`config.mk`:
```
export PLATFORM = sky130hd
export DESIGN_NAME = traffic_light_controller
export DESIGN_NICKNAME = d
export VERILOG_FILES = /design/src/sv/tlc_pkg.sv /design/src/sv/traffic_light_controller.sv /design/src/sv/tlc_countdown.sv
export SDC_FILE = /design/constraint.sdc
export NUM_CORES = 1
export LEC_CHECK = 0
export ABC_CLOCK_PERIOD_IN_PS = 16600
export BUFFER_PORTS_ARGS = -buffer_cell sky130_fd_sc_hd__buf_2
export CORE_ASPECT_RATIO = 1.1
export CORE_MARGIN = 2
export CORE_UTILIZATION = 56
export CTS_BUF_LIST = sky130_fd_sc_hd__clkbuf_4 sky130_fd_sc_hd__clkbuf_8
export DETAILED_ROUTE_END_ITERATION = 12
export PLACE_DENSITY = 0.81
export SETUP_SLACK_MARGIN = 0.15
export SLEW_MARGIN = 5
export SYNTH_ARGS = -nofsm -noshare
export SYNTH_HDL_FRONTEND = slang
export SYNTH_SLANG_ARGS = --single-unit
```
`constraint.sdc`:
```
create_clock -name clk -period 16.6 [get_ports clk]
set_clock_uncertainty 0.05 [all_clocks]
set_input_delay 1.66 -clock clk [delete_from_list [all_inputs] [get_ports clk]]
set_output_delay 1.66 -clock clk [all_outputs]
set_load 0.005 [all_outputs]
```
`src/sv/tlc_pkg.sv`:
```
`default_nettype none

package tlc_pkg;

    localparam int SAMPLE_WIDTH    = 12;
    localparam int BUTTON_WIDTH    = 10;
    localparam int SECS_WIDTH      = 7;
    localparam int CFG_INDEX_WIDTH = 3;
    localparam int MS_PER_SECOND   = 1000;

    localparam int RED_RESET_MS       = 5000;
    localparam int YELLOW_RESET_MS    = 2000;
    localparam int GREEN_RESET_MS     = 5000;
    localparam int BLINK_RESET_MS     = 500;
    localparam int THRESHOLD_RESET    = 1000;
    localparam int SHORTEN_RESET_MS   = 2000;
    localparam int BUTTON_SAMPLE_RESET = 50;

    typedef enum logic [CFG_INDEX_WIDTH-1:0] {
        REG_RED_TIME      = 3'd0,
        REG_YELLOW_TIME   = 3'd1,
        REG_GREEN_TIME    = 3'd2,
        REG_BLINK_TIME    = 3'd3,
        REG_THRESHOLD     = 3'd4,
        REG_SHORTEN_TIME  = 3'd5,
        REG_BUTTON_SAMPLE = 3'd6
    } cfg_reg_t;

    typedef enum logic [3:0] {
        MODE_GREEN  = 4'b0001,
        MODE_YELLOW = 4'b0010,
        MODE_RED    = 4'b0100,
        MODE_NIGHT  = 4'b1000
    } mode_t;

    typedef struct packed {
        logic [SAMPLE_WIDTH-1:0] light_level;
        logic                    button_pressed;
    } tick_t;

    typedef struct packed {
        logic                  red_lamp;
        logic                  yellow_lamp;
        logic                  green_lamp;
        logic                  walk_lamp;
        logic [SECS_WIDTH-1:0] seconds_left;
        logic                  display_blank;
    } lamp_t;

endpackage

`default_nettype wire

```
`src/sv/traffic_light_controller.sv`:
```
// Three register stages: tick register, phase/state update, countdown multiply.
// An accepted tick moves through the tick register, the state update and the output register
// to lamp_valid. Throughput: one tick per cycle; a stalled result holds the whole pipe.
// Reset (rst_n, asynchronous, active low) empties the pipe, restores the default
// timings and starts in green with all timers at zero.
`default_nettype none

module traffic_light_controller #(
    parameter  int TIME_WIDTH = 16,
    localparam int CFG_WIDTH_A = (TIME_WIDTH > tlc_pkg::SAMPLE_WIDTH) ?
                                 TIME_WIDTH : tlc_pkg::SAMPLE_WIDTH,
    localparam int CFG_WIDTH = (CFG_WIDTH_A > tlc_pkg::BUTTON_WIDTH) ?
                               CFG_WIDTH_A : tlc_pkg::BUTTON_WIDTH
) (
    input  logic                                clk,
    input  logic                                rst_n,
    input  logic                                tick_valid,
    output logic                                tick_stall,
    input  tlc_pkg::tick_t                      tick_data,
    output logic                                lamp_valid,
    input  logic                                lamp_stall,
    output tlc_pkg::lamp_t                      lamp_data,
    input  logic                                cfg_valid,
    output logic                                cfg_ready,
    input  logic [tlc_pkg::CFG_INDEX_WIDTH-1:0] cfg_index,
    input  logic [CFG_WIDTH-1:0]                cfg_data
);

    localparam int BW = tlc_pkg::BUTTON_WIDTH;
    localparam int SW = tlc_pkg::SAMPLE_WIDTH;

    // configuration
    logic [TIME_WIDTH-1:0] red_time_reg;
    logic [TIME_WIDTH-1:0] yellow_time_reg;
    logic [TIME_WIDTH-1:0] green_time_reg;
    logic [TIME_WIDTH-1:0] blink_time_reg;
    logic [SW-1:0]         threshold_reg;
    logic [TIME_WIDTH-1:0] shorten_time_reg;
    logic [BW-1:0]         button_sample_reg;

    // controller state
    tlc_pkg::mode_t        mode_reg;
    tlc_pkg::mode_t        mode_next;
    logic [TIME_WIDTH-1:0] elapsed_reg;
    logic [TIME_WIDTH-1:0] elapsed_next;
    logic [BW-1:0]         button_timer_reg;
    logic [BW-1:0]         button_timer_next;
    logic [TIME_WIDTH-1:0] blink_timer_reg;
    logic [TIME_WIDTH-1:0] blink_timer_next;
    logic                  blink_phase_reg;
    logic                  blink_phase_next;
    logic                  night_yellow_reg;
    logic                  night_yellow_next;

    // pipeline
    logic                  enable;
    logic                  tick_valid_reg;
    tlc_pkg::tick_t        tick_reg;
    logic                  mid_valid_reg;
    tlc_pkg::lamp_t        mid_lamp_reg;
    tlc_pkg::lamp_t        mid_lamp_next;
    logic [TIME_WIDTH-1:0] mid_remaining_reg;
    logic [TIME_WIDTH-1:0] mid_remaining_next;
    logic                  out_valid_reg;
    tlc_pkg::lamp_t        out_lamp_reg;
    tlc_pkg::lamp_t        out_lamp_next;
    logic [tlc_pkg::SECS_WIDTH-1:0] seconds;

    logic                  dark;
    logic [TIME_WIDTH:0]   cut_sum;
    logic [TIME_WIDTH-1:0] duration;

    function automatic logic [TIME_WIDTH-1:0] duration_of(
        input tlc_pkg::mode_t        m,
        input logic [TIME_WIDTH-1:0] r,
        input logic [TIME_WIDTH-1:0] y,
        input logic [TIME_WIDTH-1:0] g
    );
        logic [TIME_WIDTH-1:0] d;
        case (m)
            tlc_pkg::MODE_GREEN:  d = g;
            tlc_pkg::MODE_YELLOW: d = y;
            default:              d = r;
        endcase
        return d;
    endfunction

    assign enable     = !out_valid_reg || !lamp_stall;
    assign tick_stall = !enable;
    assign cfg_ready  = 1'b1;
    assign lamp_valid = out_valid_reg;
    assign lamp_data  = out_lamp_reg;

    always_ff @(posedge clk or negedge rst_n)
    begin
        if (!rst_n)
        begin
            red_time_reg      <= TIME_WIDTH'(tlc_pkg::RED_RESET_MS);
            yellow_time_reg   <= TIME_WIDTH'(tlc_pkg::YELLOW_RESET_MS);
            green_time_reg    <= TIME_WIDTH'(tlc_pkg::GREEN_RESET_MS);
            blink_time_reg    <= TIME_WIDTH'(tlc_pkg::BLINK_RESET_MS);
            threshold_reg     <= SW'(tlc_pkg::THRESHOLD_RESET);
            shorten_time_reg  <= TIME_WIDTH'(tlc_pkg::SHORTEN_RESET_MS);
            button_sample_reg <= BW'(tlc_pkg::BUTTON_SAMPLE_RESET);
        end
        else if (cfg_valid)
        begin
            case (tlc_pkg::cfg_reg_t'(cfg_index))
                tlc_pkg::REG_RED_TIME:      red_time_reg      <= cfg_data[TIME_WIDTH-1:0];
                tlc_pkg::REG_YELLOW_TIME:   yellow_time_reg   <= cfg_data[TIME_WIDTH-1:0];
                tlc_pkg::REG_GREEN_TIME:    green_time_reg    <= cfg_data[TIME_WIDTH-1:0];
                tlc_pkg::REG_BLINK_TIME:    blink_time_reg    <= cfg_data[TIME_WIDTH-1:0];
                tlc_pkg::REG_THRESHOLD:     threshold_reg     <= cfg_data[SW-1:0];
                tlc_pkg::REG_SHORTEN_TIME:  shorten_time_reg  <= cfg_data[TIME_WIDTH-1:0];
                tlc_pkg::REG_BUTTON_SAMPLE: button_sample_reg <= cfg_data[BW-1:0];
                default:
                begin
                end
            endcase
        end
    end

    always_comb
    begin
        mode_next          = mode_reg;
        elapsed_next       = elapsed_reg;
        button_timer_next  = button_timer_reg;
        blink_timer_next   = blink_timer_reg;
        blink_phase_next   = blink_phase_reg;
        night_yellow_next  = night_yellow_reg;
        mid_lamp_next      = '0;
        mid_remaining_next = '0;
        duration           = '0;

        dark = tick_reg.light_level < threshold_reg;
        if (dark)
        begin
            if (mode_reg != tlc_pkg::MODE_NIGHT)
                night_yellow_next = 1'b0;
            mode_next = tlc_pkg::MODE_NIGHT;
        end
        else if (mode_reg == tlc_pkg::MODE_NIGHT)
        begin
            mode_next    = tlc_pkg::MODE_RED;
            elapsed_next = '0;
        end

        // remaining green exceeds the cut time exactly when elapsed + cut < green
        cut_sum = {1'b0, elapsed_next} + {1'b0, shorten_time_reg};
        if (button_timer_reg > button_sample_reg)
        begin
            button_timer_next = '0;
            if (tick_reg.button_pressed && mode_next == tlc_pkg::MODE_GREEN &&
                cut_sum < {1'b0, green_time_reg})
                elapsed_next = green_time_reg - shorten_time_reg;
        end

        if (mode_next == tlc_pkg::MODE_NIGHT)
        begin
            if (blink_timer_reg >= blink_time_reg)
            begin
                blink_timer_next  = '0;
                blink_phase_next  = ~blink_phase_reg;
                night_yellow_next = ~blink_phase_reg;
            end
            mid_lamp_next.yellow_lamp   = night_yellow_next;
            mid_lamp_next.display_blank = 1'b1;
        end
        else
        begin
            duration = duration_of(mode_next, red_time_reg, yellow_time_reg, green_time_reg);
            if (elapsed_next >= duration)
            begin
                elapsed_next = '0;
                case (mode_next)
                    tlc_pkg::MODE_GREEN:  mode_next = tlc_pkg::MODE_YELLOW;
                    tlc_pkg::MODE_YELLOW: mode_next = tlc_pkg::MODE_RED;
                    default:              mode_next = tlc_pkg::MODE_GREEN;
                endcase
                duration = duration_of(mode_next, red_time_reg, yellow_time_reg,
                                       green_time_reg);
            end
            case (mode_next)
                tlc_pkg::MODE_GREEN:  mid_lamp_next.green_lamp  = 1'b1;
                tlc_pkg::MODE_YELLOW: mid_lamp_next.yellow_lamp = 1'b1;
                default:
                begin
                    mid_lamp_next.red_lamp  = 1'b1;
                    mid_lamp_next.walk_lamp = 1'b1;
                end
            endcase
            if (elapsed_next < duration)
                mid_remaining_next = duration - elapsed_next;
        end

        if (!(&elapsed_next))
            elapsed_next = elapsed_next + TIME_WIDTH'(1);
        if (!(&button_timer_next))
            button_timer_next = button_timer_next + BW'(1);
        if (!(&blink_timer_next))
            blink_timer_next = blink_timer_next + TIME_WIDTH'(1);
    end

    tlc_countdown #(
        .TIME_WIDTH (TIME_WIDTH)
    ) u_countdown (
        .remaining (mid_remaining_reg),
        .seconds   (seconds)
    );

    always_comb
    begin
        out_lamp_next = mid_lamp_reg;
        if (mid_lamp_reg.display_blank)
            out_lamp_next.seconds_left = '0;
        else
            out_lamp_next.seconds_left = seconds;
    end

    always_ff @(posedge clk or negedge rst_n)
    begin
        if (!rst_n)
        begin
            mode_reg         <= tlc_pkg::MODE_GREEN;
            elapsed_reg      <= '0;
            button_timer_reg <= '0;
            blink_timer_reg  <= '0;
            blink_phase_reg  <= 1'b0;
            night_yellow_reg <= 1'b0;
            tick_valid_reg   <= 1'b0;
            mid_valid_reg    <= 1'b0;
            out_valid_reg    <= 1'b0;
        end
        else if (enable)
        begin
            tick_valid_reg <= tick_valid;
            mid_valid_reg  <= tick_valid_reg;
            out_valid_reg  <= mid_valid_reg;
            if (tick_valid_reg)
            begin
                mode_reg         <= mode_next;
                elapsed_reg      <= elapsed_next;
                button_timer_reg <= button_timer_next;
                blink_timer_reg  <= blink_timer_next;
                blink_phase_reg  <= blink_phase_next;
                night_yellow_reg <= night_yellow_next;
            end
        end
    end

    always_ff @(posedge clk)
    begin
        if (enable)
        begin
            tick_reg          <= tick_data;
            mid_lamp_reg      <= mid_lamp_next;
            mid_remaining_reg <= mid_remaining_next;
            out_lamp_reg      <= out_lamp_next;
        end
    end

endmodule

`default_nettype wire

```
`src/sv/tlc_countdown.sv`:
```
`default_nettype none

// whole seconds left plus one, via exact reciprocal multiply
module tlc_countdown #(
    parameter int TIME_WIDTH = 16
) (
    input  logic [TIME_WIDTH-1:0]          remaining,
    output logic [tlc_pkg::SECS_WIDTH-1:0] seconds
);

    localparam int SHIFT = TIME_WIDTH + 10;
    localparam logic [63:0] RECIP_FULL =
        ((64'd1 << SHIFT) + 64'(tlc_pkg::MS_PER_SECOND - 1)) / 64'(tlc_pkg::MS_PER_SECOND);
    localparam logic [TIME_WIDTH:0] RECIP = RECIP_FULL[TIME_WIDTH:0];

    logic [2*TIME_WIDTH:0] product;
    logic [2*TIME_WIDTH:0] quotient;

    assign product  = {{(TIME_WIDTH + 1){1'b0}}, remaining} *
                      {{TIME_WIDTH{1'b0}}, RECIP};
    assign quotient = product >> SHIFT;
    assign seconds  = quotient[tlc_pkg::SECS_WIDTH-1:0] + tlc_pkg::SECS_WIDTH'(1);

endmodule

`default_nettype wire

```
==> impl_metrics.env, run 1 <==
export IMPL_run_status="finished clean"
export IMPL_antenna_found_initial=1
export IMPL_multi_input_area_sq_um=10200
export IMPL_p_leak_uw=0.00837
export IMPL_synth_nets=2011
export IMPL_crit_path_top_delay_cell="or4_1"
export IMPL_cp_end_kind="flop"
export IMPL_critPathKind="reg2reg"
export IMPL_fp_row_count=65
export IMPL_avgSynthCellArea_sq_um=9.67
export IMPL_required_ps=16750
export IMPL_vias=12900
export IMPL_grt_pass1_wl_um=64900
export IMPL_arrival_ps=13240
export IMPL_rsz0062_at_grt="false"
export IMPL_grt_pass1_vias=13100
export IMPL_post_dp_cell_area_sq_um=17000
export IMPL_fp_coreArea_sq_um=28600
export IMPL_seq_area_frac_synth_pct=32.0
export IMPL_track_usage_pct=26.4
export IMPL_viasPerCell=6.13
export IMPL_relSlewSlack_pct=16.1
export IMPL_drt_total_wl_um=39200
export IMPL_clockRootBuffer="clkbuf_8"
export IMPL_ios=52
export IMPL_drc=0
export IMPL_hpwlAfterDp_um=31100
export IMPL_cts_sinks=197
export IMPL_clock_path_buffers=2
export IMPL_syn2layout_area_growth_pct=6.77
export IMPL_hold_viol=0
export IMPL_ys_warn_count=0
export IMPL_startpoint_type="flop"
export IMPL_grt_remaining_overflow=0
export IMPL_ys_ff_latch=197
export IMPL_syn_cell_area_sq_um=16300
export IMPL_path_max_fanout=27
export IMPL_port_buffers=50
export IMPL_synth_main_ff_cell="dfrtp_1"
export IMPL_filler_cell_count=2418
export IMPL_grt_max_degree=80
export IMPL_wl_per_cell_um=18.7
export IMPL_power_uw=3370
export IMPL_clk_pin_slew_ps=110
export IMPL_max_stage_delay_ps=860
export IMPL_synth_edf_count=44
export IMPL_cap_violations=0
export IMPL_hold_path_depth=0
export IMPL_die_width_um=166
export IMPL_fmax_mhz=76.4
export IMPL_worstSkewPairLatency_ps=500
export IMPL_postSynth_asyncResetShare_pct=77.7
export IMPL_fin_area_sq_um=17400
export IMPL_cts_hold_fix_buffers=0
export IMPL_setup_tns_ps=0
export IMPL_die_area_sq_um=30400
export IMPL_start_util_pct=56.8
export IMPL_drt_antenna_violating_nets=0
export IMPL_hold_ws_ps=382
export IMPL_first_iter_violations=1019
export IMPL_post_cts_setup_buffer_count=0
export IMPL_powerDensity_nw_per_um2=194
export IMPL_dr_pass1_iters=7
export IMPL_synth_cells=1681
export IMPL_worstMarginPinSlew_ps=1250
export IMPL_drive_gt1_share_pct=14.2
export IMPL_timing_final_crit_share_pct=78.8
export IMPL_fin_crit_ps=13080
export IMPL_cts_max_level=4
export IMPL_setup_viol_count_final=0
export IMPL_gp_congestion=0.930
export IMPL_peakVddDrop_v=0.000199
export IMPL_seqCellArea_sq_um=5200
export IMPL_die_h_um=183
export IMPL_slew_violations=0
export IMPL_r2r_worst_path_cells=55
export IMPL_synth_cell_types=83
export IMPL_cts_inserted_buffers=17
export IMPL_antennaDiodeCount=0
export IMPL_min_path_type="reg2reg"
export IMPL_cts_tree="built"
export IMPL_layout_nets=2049
export IMPL_final_util_pct=60.6
export IMPL_cts_resized=0
[area by class of cell]
type | count | share of cell area (%)
Clock buffer | 18 | 1.39
Clock inverter | 14 | 0.930
Inverter | 184 | 3.98
Multi-Input combinational cell | 1253 | 58.9
Sequential cell | 197 | 30.0
Tap cell | 368 | 2.65
Timing Repair Buffer | 66 | 2.17
[routing by layer]
layer	vias up	GRT usage (%)	part of all wire, %
li1	6098	-	-
met4	2	9.31	3.0
met2	391	46.7	49
met3	90	3.49	5.1
met5	-	0	0.033
met1	6294	33.2	43
[placed cells by master (no fill, tap or decap), types with 5 or more instances in the layout]
cell	count
o31ai_1	11
o21ai_1	6
a21oi_1	97
buf_2	49
a222oi_1	16
or4_1	5
and2_1	23
nor2_1	77
nand2_1	155
nand4_1	21
clkbuf_8	17
fa_1	42
buf_4	16
xor2_1	20
inv_1	183
mux2_2	86
dfstp_2	38
o2111ai_1	5
dfrtp_1	115
edfxtp_1	44
and3_1	21
a21o_1	32
xnor2_1	41
o21bai_1	5
o21ai_0	82
or3_1	12
a2111oi_0	5
o211ai_1	7
nor2b_1	13
nor3_1	23
nand3_1	32
ha_1	251
a211oi_1	9
or2_2	7
a31oi_1	13
o21a_1	15
a22o_1	16
mux2i_1	11
nand2b_1	14
[synth_stat cells, drive strengths merged (33+ instances only)]
| master | instances | area [sq um] |
|---|---|---|
| nor2 | 77 | 289 |
| clkbuf | 40 | 150 |
| edfxtp | 44 | 1320 |
| o21ai | 88 | 440 |
| nand2 | 156 | 586 |
| a21oi | 97 | 485 |
| fa | 42 | 841 |
| mux2 | 86 | 968 |
| nand3 | 33 | 170 |
| dfstp | 38 | 998 |
| xnor2 | 41 | 359 |
| dfrtp | 115 | 2880 |
| inv | 184 | 691 |
| ha | 251 | 3140 |
[power breakdown]
part / internal [uW] / switching [uW]
logic: 978 / 1290
registers: 654 / 141
clock network: 116 / 198
[through the flow]
step / std cells / setup WS (ps)
2_1_floorplan: 1681 / 5130
3_3_place_gp: 2068 / 4100
3_5_place_dp: 2068 / 3810
4_1_cts: 2100 / 3680
5_1_grt: 2100 / 2570
6_report: 2100 / 3520
[critical path: cells and delay by family (launching register included)]
kind / cells / cell delay [ps]
xor+xnor: 2 / 300
compound gates: 29 / 6550
simple gates: 12 / 2820
flops: 1 / 530
fa+ha+maj: 6 / 1780
buf+inv: 6 / 750
[path summary, 6_finish.rpt]
path                       slack, ps        startpoint                    end
max in group asynchronous      13930             rst_n     yellow_time_reg[5]
min                              380   mid_lamp_reg[8]           lamp_data[8]
max                             3520  threshold_reg[7]  mid_remaining_reg[12]
min reg2reg                      380   mid_lamp_reg[8]           lamp_data[8]
max reg2reg                     3520  threshold_reg[7]  mid_remaining_reg[12]
min in group asynchronous       1140             rst_n             lamp_valid
[cell families after synthesis]
group	count (synthesis)	synth area share [%]
other	1	0.0231
AND/OR/NAND/NOR	435	13.2
buffers and inverters	231	5.45
adder cells (fa/ha/maj)	293	24.5
XOR/XNOR	61	3.29
multiplexers	97	6.64
flip-flops	197	32.0
AO/OA/AOI/OAI	366	14.9
Note: power is estimated with default switching activity, not from simulation.
==> run 2: changes to the inputs <==
ABC_AREA = 1   (was unset)
ABC_CLOCK_PERIOD_IN_PS = 12500   (was 16600)
clock period = 12.5 ns   (was 16.6 ns; I/O delays follow)
==> run 2 against run 1 <==
Final cell count increased by 23%. Core utilization decreased by 0.15 points. Largest power group unchanged. Die area rose by 4.2%. Global-route usage rose by 1.5 points. Via count is 13% higher. Largest cell class unchanged. Sequential power up 28%. Sequential cell count unchanged. Sequential share of layout area shrank 1.0 points. Highest routed layer is now met4. Register-to-register slack got worse by 1500 ps. Combinational power increased by 58%. Worst hold slack better by 7.7 ps. Critical endpoint is now mid_remaining_reg[15]. First-iteration DRC count is 6.7% lower.
==> impl_metrics.env, run 2 <==
export IMPL_timing_final_crit_share_pct=84.1
export IMPL_syn_cell_area_sq_um=17000
export IMPL_worstSkewPairLatency_ps=500
export IMPL_cts_inserted_buffers=17
export IMPL_fp_coreArea_sq_um=29700
export IMPL_run_status="finished clean"
export IMPL_relSlewSlack_pct=28.6
export IMPL_ios=52
export IMPL_worstMarginPinSlew_ps=1070
export IMPL_grt_pass1_wl_um=70800
export IMPL_drive_gt1_share_pct=8.32
export IMPL_wl_per_cell_um=16.5
export IMPL_antenna_found_initial=1
export IMPL_min_path_type="reg2reg"
export IMPL_rsz0062_at_grt="false"
export IMPL_cts_hold_fix_buffers=0
export IMPL_synth_cell_types=59
export IMPL_synth_common_cells="nand2_1, inv_1, ha_1, o21ai_0, nor2_1"
export IMPL_cts_tree="built"
export IMPL_die_h_um=186
export IMPL_synth_most_common_cell="nand2_1"
export IMPL_arrival_ps=10720
export IMPL_cts_max_level=4
export IMPL_die_area_sq_um=31700
export IMPL_slew_violations=0
export IMPL_final_common_cell="nand2_1"
export IMPL_p_leak_uw=0.00927
export IMPL_avgSynthCellArea_sq_um=7.86
export IMPL_fp_row_count=66
export IMPL_yosysTopAreaCell="ha_1"
export IMPL_die_width_um=170
export IMPL_cts_resized=0
export IMPL_grt_pass1_vias=14300
export IMPL_drc=0
export IMPL_ys_ff_latch=197
export IMPL_grt_max_degree=80
export IMPL_track_usage_pct=27.9
export IMPL_cap_violations=0
export IMPL_fmax_mhz=95.2
export IMPL_start_util_pct=57.0
export IMPL_clockRootBuffer="clkbuf_8"
export IMPL_clk_pin_slew_ps=120
export IMPL_drt_total_wl_um=42500
export IMPL_max_stage_delay_ps=550
export IMPL_vias=14500
export IMPL_startpoint_type="flop"
export IMPL_layout_common_cells="nand2_1, inv_1, ha_1, o21ai_0, nor2_1"
export IMPL_powerDensity_nw_per_um2=281
export IMPL_fin_area_sq_um=18000
export IMPL_ys_warn_count=0
export IMPL_seq_area_frac_synth_pct=30.7
export IMPL_first_iter_violations=951
export IMPL_path_max_fanout=32
export IMPL_synth_nets=2487
export IMPL_required_ps=12710
export IMPL_synth_edf_count=44
export IMPL_syn2layout_area_growth_pct=6.01
export IMPL_cp_common_cell="nand2_1"
export IMPL_crit_path_top_delay_cell="inv_1"
export IMPL_hold_viol=0
export IMPL_post_cts_setup_buffer_count=0
export IMPL_yosysTopAreaCellShare_pct=18.5
export IMPL_setup_tns_ps=0
export IMPL_cp_end_kind="flop"
export IMPL_power_uw=5050
export IMPL_peakVddDrop_v=0.000248
export IMPL_viasPerCell=5.63
export IMPL_hpwlAfterDp_um=33800
export IMPL_post_dp_cell_area_sq_um=17500
export IMPL_fin_crit_ps=10510
export IMPL_postSynth_asyncResetShare_pct=77.7
export IMPL_dr_pass1_iters=5
export IMPL_cts_sinks=197
export IMPL_clock_path_buffers=2
export IMPL_port_buffers=50
export IMPL_critPathKind="reg2reg"
export IMPL_layout_nets=2517
export IMPL_synth_cells=2157
export IMPL_synth_main_ff_cell="dfrtp_1"
export IMPL_synth_area_leaders="ha_1, dfrtp_1, nand2_1"
export IMPL_drt_antenna_violating_nets=0
export IMPL_setup_viol_count_final=0
export IMPL_gp_congestion=0.991
export IMPL_grt_remaining_overflow=0
## run 2: cell count changes after synthesis, moves of 23 or more
cell / before / now
a21o_1: 32 / 6
and2_1: 23 / 0
inv_1: 183 / 316
mux2_2: 86 / 0
nand2_1: 156 / 517
nand3_1: 32 / 90
nor2_1: 77 / 151
o21ai_0: 82 / 166
xnor2_1: 41 / 16
xor2_1: 20 / 44
## run 2: cell type report
type                       count  area (sq um)
antenna                        1          2.50
clock buffer                  17           234
clock inverter                15           200
fill                        2659         11800
inverter                     323          1220
multi-input combinational   1590         10300
sequential                   197          5200
tap                          374           468
timing repair buffer          58           317
## run 2: stage by stage
stage	hold WS [ps]	util, %	instances	setup slack (ps)
after detailed placement	367	59.0	2542	2060
after floorplan	350	-	2157	3770
final	390	60.5	2575	1990
after global placement	358	59.0	2542	2310
after CTS	396	60.5	2574	2060
after global routing	411	60.5	2575	861
## run 2: routing by layer
metal	vias to the layer above	part of all wire [%]	global-route usage [%]
met3	77	4.9	3.16
met2	413	48	48.0
met5	-	0	0
li1	7163	-	-
met1	6854	44	36.4
met4	0	3.0	9.47
## run 2: worst paths after layout
kind / startpoint / end / slack, ps / depth (start not counted)
setup / recovery: threshold_reg[9] / mid_remaining_reg[15] / 1990 / 56
hold / removal: mid_lamp_reg[8] / lamp_data[8] / 390 / 0
setup reg to reg: threshold_reg[9] / mid_remaining_reg[15] / 1990 / 56
hold reg to reg: mid_lamp_reg[8] / lamp_data[8] / 390 / 0
max in group asynchronous: rst_n / red_time_reg[2] / 10170 / 2
min in group asynchronous: rst_n / blink_timer_reg[2] / 710 / 1
## run 2: critical path: cells and delay by family, from the launching register on
kind | cells | cell delay, ps
compound gates | 13 | 2270
fa+ha+maj | 5 | 1600
xor+xnor | 1 | 100
buf+inv | 6 | 1090
simple gates | 31 | 4620
flops | 1 | 540
## run 2: where the power goes
| group | internal [uW] | switching [uW] | total [uW] |
|---|---|---|---|
| Clock | 191 | 272 | 463 |
| Combinational | 1340 | 2220 | 3560 |
| Sequential | 858 | 165 | 1020 |
| Total | 2390 | 2660 | 5050 |
## run 2: logic make-up (layout without fill, tap and decap cells)
group | count (synthesis) | in the layout | synth area share, %
AO/OA/AOI/OAI | 369 | 369 | 12.1
XOR/XNOR | 60 | 60 | 3.10
adder cells (fa/ha/maj) | 293 | 293 | 23.5
buffers and inverters | 370 | 413 | 8.42
flip-flops | 197 | 197 | 30.7
other | 1 | 2 | 0.0221
AND/OR/NAND/NOR | 867 | 867 | 22.2
